[src/rtl/lobt_pkg.sv]
// package: shared types, sizes and codes for the limit order book table
`timescale 1ns / 1ps
package lobt_pkg;

    localparam int ORDER_SLOTS = 64;
    localparam int IDX_W = (ORDER_SLOTS > 1) ? $clog2(ORDER_SLOTS) : 1;
    localparam int CNT_W = IDX_W + 1;
    localparam int QTY_W = 23;
    localparam int PRICE_W = 20;
    localparam int ID_W = 32;
    localparam int TOTAL_W = 29;
    // sums are exact; never narrower than the reported totals
    localparam int SUM_W = (QTY_W + IDX_W > TOTAL_W) ? QTY_W + IDX_W : TOTAL_W;
    localparam logic [SUM_W-1:0] TOTAL_MAX = SUM_W'({TOTAL_W{1'b1}});
    localparam logic [CNT_W-1:0] SLOT_COUNT = CNT_W'(ORDER_SLOTS);

    // operation codes
    localparam logic [1:0] OP_ADD    = 2'd0;
    localparam logic [1:0] OP_CANCEL = 2'd1;
    localparam logic [1:0] OP_FIND   = 2'd2;

    // status codes
    localparam logic [2:0] ST_OK        = 3'd0;
    localparam logic [2:0] ST_BAD_QTY   = 3'd1;
    localparam logic [2:0] ST_DUP       = 3'd2;
    localparam logic [2:0] ST_FULL      = 3'd3;
    localparam logic [2:0] ST_NOT_FOUND = 3'd4;

    typedef struct packed {
        logic [1:0]             operation;
        logic [ID_W-1:0]        req_id;
        logic                   side;
        logic [PRICE_W-1:0]     price;
        logic signed [23:0]     quantity;
    } t_in_item;

    typedef struct packed {
        logic [2:0]             status;
        logic                   found_side;
        logic [PRICE_W-1:0]     found_price;
        logic [QTY_W-1:0]       found_quantity;
        logic                   bid_present;
        logic [PRICE_W-1:0]     best_bid_price;
        logic                   ask_present;
        logic [PRICE_W-1:0]     best_ask_price;
        logic [TOTAL_W-1:0]     bid_total;
        logic [TOTAL_W-1:0]     ask_total;
    } t_out_item;

    typedef struct packed {
        logic [ID_W-1:0]        id;
        logic                   side;
        logic [PRICE_W-1:0]     price;
        logic [QTY_W-1:0]       qty;
    } t_entry;

    // controller to datapath
    typedef struct packed {
        logic load;
        logic clr_scan;
        logic scan_match;
        logic update;
        logic scan_best;
        logic emit;
    } t_dp_cmd;

    // datapath to controller
    typedef struct packed {
        logic scan_done;
        logic out_busy;
    } t_dp_sts;

endpackage

[src/rtl/lobt_ctrl.sv]
// controller: sequences the match scan, update, best price scan and result
`timescale 1ns / 1ps
module lobt_ctrl (
    input  logic              i_clk,
    input  logic              i_rst_n,
    input  logic              i_in_valid,
    output logic              o_in_ready,
    input  lobt_pkg::t_dp_sts i_sts,
    output lobt_pkg::t_dp_cmd o_cmd
);
    import lobt_pkg::*;

    typedef enum logic [2:0] {
        S_IDLE,
        S_MATCH,
        S_UPDATE,
        S_BEST,
        S_EMIT
    } t_state;

    t_state r_state;
    logic   w_accept;

    assign o_in_ready = (r_state == S_IDLE);
    assign w_accept   = i_in_valid && o_in_ready;

    // commands decoded from state
    always_comb begin
        o_cmd            = '0;
        o_cmd.load       = w_accept;
        o_cmd.clr_scan   = w_accept || (r_state == S_UPDATE);
        o_cmd.scan_match = (r_state == S_MATCH);
        o_cmd.update     = (r_state == S_UPDATE);
        o_cmd.scan_best  = (r_state == S_BEST);
        o_cmd.emit       = (r_state == S_EMIT) && !i_sts.out_busy;
    end

    // state register
    always_ff @(posedge i_clk) begin
        if (!i_rst_n) begin
            r_state <= S_IDLE;
        end else begin
            unique case (r_state)
                S_IDLE: begin
                    if (w_accept) r_state <= S_MATCH;
                end
                S_MATCH: begin
                    if (i_sts.scan_done) r_state <= S_UPDATE;
                end
                S_UPDATE: begin
                    r_state <= S_BEST;
                end
                S_BEST: begin
                    if (i_sts.scan_done) r_state <= S_EMIT;
                end
                S_EMIT: begin
                    if (!i_sts.out_busy) r_state <= S_IDLE;
                end
                default: r_state <= S_IDLE;
            endcase
        end
    end

`ifndef SYNTHESIS
    a_emit_free: assert property (@(posedge i_clk) disable iff (!i_rst_n)
        o_cmd.emit |-> !i_sts.out_busy) else $error("result written over a pending one");
    a_match_to_update: assert property (@(posedge i_clk) disable iff (!i_rst_n)
        (r_state == S_MATCH && i_sts.scan_done) |=> r_state == S_UPDATE)
        else $error("update did not follow match scan");
    a_update_once: assert property (@(posedge i_clk) disable iff (!i_rst_n)
        o_cmd.update |=> !o_cmd.update) else $error("update issued twice");
    a_emit_idle: assert property (@(posedge i_clk) disable iff (!i_rst_n)
        o_cmd.emit |=> r_state == S_IDLE) else $error("no return to idle after emit");
`endif

endmodule

[config.mk]
export PLATFORM = sky130hd
export DESIGN_NAME = lobt_ctrl
export DESIGN_NICKNAME = d
export VERILOG_FILES = /design/src/rtl/lobt_pkg.sv /design/src/rtl/lobt_ctrl.sv
export SDC_FILE = /design/constraint.sdc
export NUM_CORES = 1
export LEC_CHECK = 0
export ABC_AREA = 1
export BUFFER_PORTS_ARGS = -buffer_cell sky130_fd_sc_hd__buf_4
export CAP_MARGIN = 40
export CORE_AREA = 2 2 39 41
export DETAILED_ROUTE_END_ITERATION = 10
export DIE_AREA = 0 0 41 43
export GPL_TIMING_DRIVEN = 0
export PLACE_DENSITY_LB_ADDON = 0.08
export SETUP_SLACK_MARGIN = 0.5
export SLEW_MARGIN = 20
export SYNTH_ARGS = -nofsm -noshare
export SYNTH_HDL_FRONTEND = slang
export SYNTH_SLANG_ARGS = --single-unit
[constraint.sdc]
create_clock -name i_clk -period 1.4 [get_ports i_clk]
set_input_delay 0.28 -clock i_clk [delete_from_list [all_inputs] [get_ports i_clk]]
set_output_delay 0.28 -clock i_clk [all_outputs]
set_load 0.1 [all_outputs]
# ---- Yosys cells after proc, flatten, opt, wreduce, memory -nomap -nowiden
# Index checks and enable logic that the tools add are counted.
dict set report op_classes {
  n_eq_ne 8
  muxes 5
  n_reduce_logical 6
}
# cell count
set ops {}
lappend ops {{3-bit one-hot mux with 5 select lines} 1}
lappend ops {{3-bit 2-to-1 mux} 4}
lappend ops {{3-bit by 2-bit == test with 1-bit output (second input constant)} 2}
lappend ops {{2-bit inequality test (second input constant)} 3}
lappend ops {{4-bit AND reduction} 1}
lappend ops {{3-bit by 1-bit == test with 1-bit output (second input constant)} 1}
lappend ops {{3-bit == test (second input constant)} 1}
lappend ops {{3-bit zero test} 1}
lappend ops {{1-bit logical AND} 2}
lappend ops {{2-bit by 1-bit inequality test with 1-bit output (second input constant)} 1}
lappend ops {{1-bit zero test} 1}
lappend ops {{1-bit logical OR} 1}
dict set report word_totals {
  regBits 3
  input_bits 5
  output_inout_bits 7
}

# ---- Logic depth before layout (Yosys ltp)
dict set report logic_depth {
  ltp_word 4
  ltp_mapped 5
  mapped_depth_nobuf 5
}

# ---- Worst setup path before layout
# Ideal clock, no wire load.
dict set report synth_timing {
  path_kind {register -> output}
  startpoint {register r_state[2]}
  endpoint {output o_cmd[0] (netlist bit)}
  arrival_time_ps 3309
  t_required_ps 1120
  path_slack_ps -2189
  path_stages_with_launch 3
  cell_sequence {dfxtp_1 -> inv_1 -> nor4_1}
}
# item line_no
set synth_lines {}
lappend synth_lines {{start: declaration} lobt_ctrl.sv:21} ;# t_state r_state;
lappend synth_lines {{start signal: assignment} lobt_ctrl.sv:41} ;# r_state <= S_IDLE;
lappend synth_lines {{start signal: assignment} lobt_ctrl.sv:45} ;# if (w_accept) r_state <= S_MATCH;
lappend synth_lines {{start signal: assignment} lobt_ctrl.sv:48} ;# if (i_sts.scan_done) r_state <= S_UPDATE;
lappend synth_lines {{end: declaration} lobt_ctrl.sv:9} ;# output lobt_pkg::t_dp_cmd o_cmd

==> flow_summary.toml <==
[drt]
firstDrtPassIters = 2
postRouteAntennaNets = 0
drt_iter0_drc = 3
drc_errors = 0
drt_wl_total_um = 677
wl_per_cell_um = 9.54
avgViaCountPerCell = 4.04
vias = 287

[job]
maxCapViolations = 0

[place]
dp.cells = 60
io_buffers = 11
hpwlAfterDp_um = 451
place.gp.congestion = 0.740
placed_cell_area_sq_um = 363

[floorplan]
die_h_um = 43
dieArea_sq_um = 1760
coreArea_sq_um = 1380
ios = 12
die_x_um = 41
start_util_pct = 14.7
row_count = 14

[timing]
fin_skew_ns = 0.00356
hold_viol = 0
min_period_over_period_pct = 112
layout_setup_ws_ns = -0.170
fmax_mhz = 637
slew_headroom_pct = 85.4
fin_setup_tns_ns = -0.500
setup_viol = 5
fin_crit_ns = 1.57
worst_slew_pin_slew_ns = 0.218
fin_hold_ws_ns = 0.316
drv_slew = 0
rsz0062_at_grt = "true"

[worst_setup_path]
path_cells = "nor2_4 > nand2_2 > clkinvlp_4 > nor2_4 > clkinvlp_4 > buf_12"
worstSetupPathType = "flop to primary output"
critical_path_arrival_ns = 1.29
slowest_delay_ns = 0.39
critPathCaptureType = "primary output"
start_kind = "flop"
required_ns = 1.12
cp_max_fo = 4
slowest_stage = "dfxtp_4"

[finish]
syn_to_final_growth_pct = 188
nNetsFinal = 61
stdcell_count = 71
regMostFlops = "r_state"
reg_top3 = "r_state x3"
n_antenna_cell = 0
finalInstanceArea_sq_um = 588
drive_above_1_share_pct = 76.4
largest_reg_flops = 3

[cts]
clock_sinks = 3
clockRootBuffer = "clkbuf_4"
h-tree-depth = 1
tritoncts = "done"
clockBufferDepth = 2
cts-buffers-inserted = 3
clock_latency_ns = 0.23
clk_pin_slew_ns = 0.04

[yosys]
yosys.area.top_type_share_pct = 29.4
syn-cell-area_sq_um = 204
synth_nets = 38
synth-seq-area-share_pct = 29.4
synth_seq_cells = 3
netlist_instances = 33
avgSynthCellArea_sq_um = 6.18
synth_area_leaders = "dfxtp_1, inv_1, nand3_1, a21oi_1, nand2_1"
yosysWarningCount = 0
netlist-cell-type-count = 12
yosys.area.top_type = "dfxtp_1"

[worst_hold_path]
hold_class = "input pin to flop"

[run_status]
violations = "setup timing"
status = "finished with violations"

[global_routing]
grt_pass1_wl_um = 993
grtUsageTotal_pct = 8.42
grt_max_degree = 8
overflow = 0
antenna_found_initial = 0
grt_pass1_vias = 273

[power_and_ir_drop]
intPower_uw = 367
clock_power_share_pct = 22.0
p_leak_nw = 0.247
switchingPower_uw = 313
powerDensity_nw_per_um2 = 1160
swShare_pct = 46.0
combPwrFrac_pct = 61.4
p_seq_share_pct = 16.6
peakVddDrop_mv = 0.430
report.power.total_uw = 680
## power groups by stage
stage               Combinational [mW]  Sequential [mW]  Clock, mW
floorplan                        0.235            0.110          0
global placement                 0.285            0.113          0
detailed placement               0.286            0.113          0
CTS                              0.366            0.112      0.162
global route                     0.435            0.114      0.168
finish                           0.418            0.113      0.150
## metrics by stage
step | setup WS (ns) | util (%)
after floorplan | -0.515 | -
after global placement | -0.0718 | 26.2
after detailed placement | -0.0786 | 26.2
after CTS | -0.176 | 35.0
after global routing | -0.253 | 42.5
final | -0.170 | 42.5
## layout by cell type (no fill, tap or decap)
cell	instances
dfxtp_4	3
nor4_4	1
nand2_2	1
nand4_1	2
buf_4	8
nand3_2	1
nor2_1	1
inv_6	1
inv_2	1
clkbuf_1	1
nor3_4	1
a21oi_1	1
inv_1	4
a21oi_2	2
nand3_1	2
buf_6	5
clkinvlp_4	3
nand2_4	1
nand2_1	2
buf_12	6
nor2_4	4
nand3_4	1
clkbuf_4	3
## cell families after synthesis
kind of cell    synth area share, %
simple gates                   42.9
buf+inv                        20.2
flops                          29.4
compound gates                 7.36
## worst paths after layout
kind,slack (ns),end,cells past startpoint,startpoint
min,0.32,r_state[0],3,i_rst_n
max reg2reg,0.21,r_state[0],7,r_state[2]
max,-0.17,o_cmd[4],6,r_state[0]
min reg2reg,0.61,r_state[2],2,r_state[2]
## layout make-up
class / instances / area, sq um
buffer: 1 / 11.3
fill: 150 / 796
inverter: 9 / 50.0
clock buffer: 4 / 26.3
timing repair buffer: 18 / 225
tap: 16 / 20.0
multi-input combinational: 20 / 184
sequential: 3 / 71.3
## critical path: cells and delay by family (launching register included)
family	cells	cell delay, ns
AND/OR/NAND/NOR	3	0.26
buffers and inverters	3	0.41
flip-flops	1	0.39
## synth_stat cells
| cell | count |
|---|---|
| inv_1 | 8 |
| nand2_1 | 4 |
| nand3_1 | 4 |
| a21oi_1 | 3 |
| dfxtp_1 | 3 |
| nor2_1 | 3 |
| nand4_1 | 2 |
| nor2_2 | 2 |
| buf_4 | 1 |
| inv_2 | 1 |
| nor3_2 | 1 |
| nor4_1 | 1 |
## metal layers
metal / share of wire (%) / wire length [um] / GRT usage, % / up-vias
li1: - / - / - / 147
met1: 37 / 252 / 9.90 / 135
met2: 59 / 400 / 11.9 / 5
met3: 3.5 / 24 / 1.57 / 0
met4: 0 / 0 / 8.00 / 0
met5: 0 / 0 / 0 / -
## timing repair
action,CTS,global route
setup buffers,2,5
endpoints found under the setup margin,10,10
pin swaps,0,4
gates resized for setup,19,17
hold buffers,0,0
No activity file was read; power rests on OpenSTA's default activity.
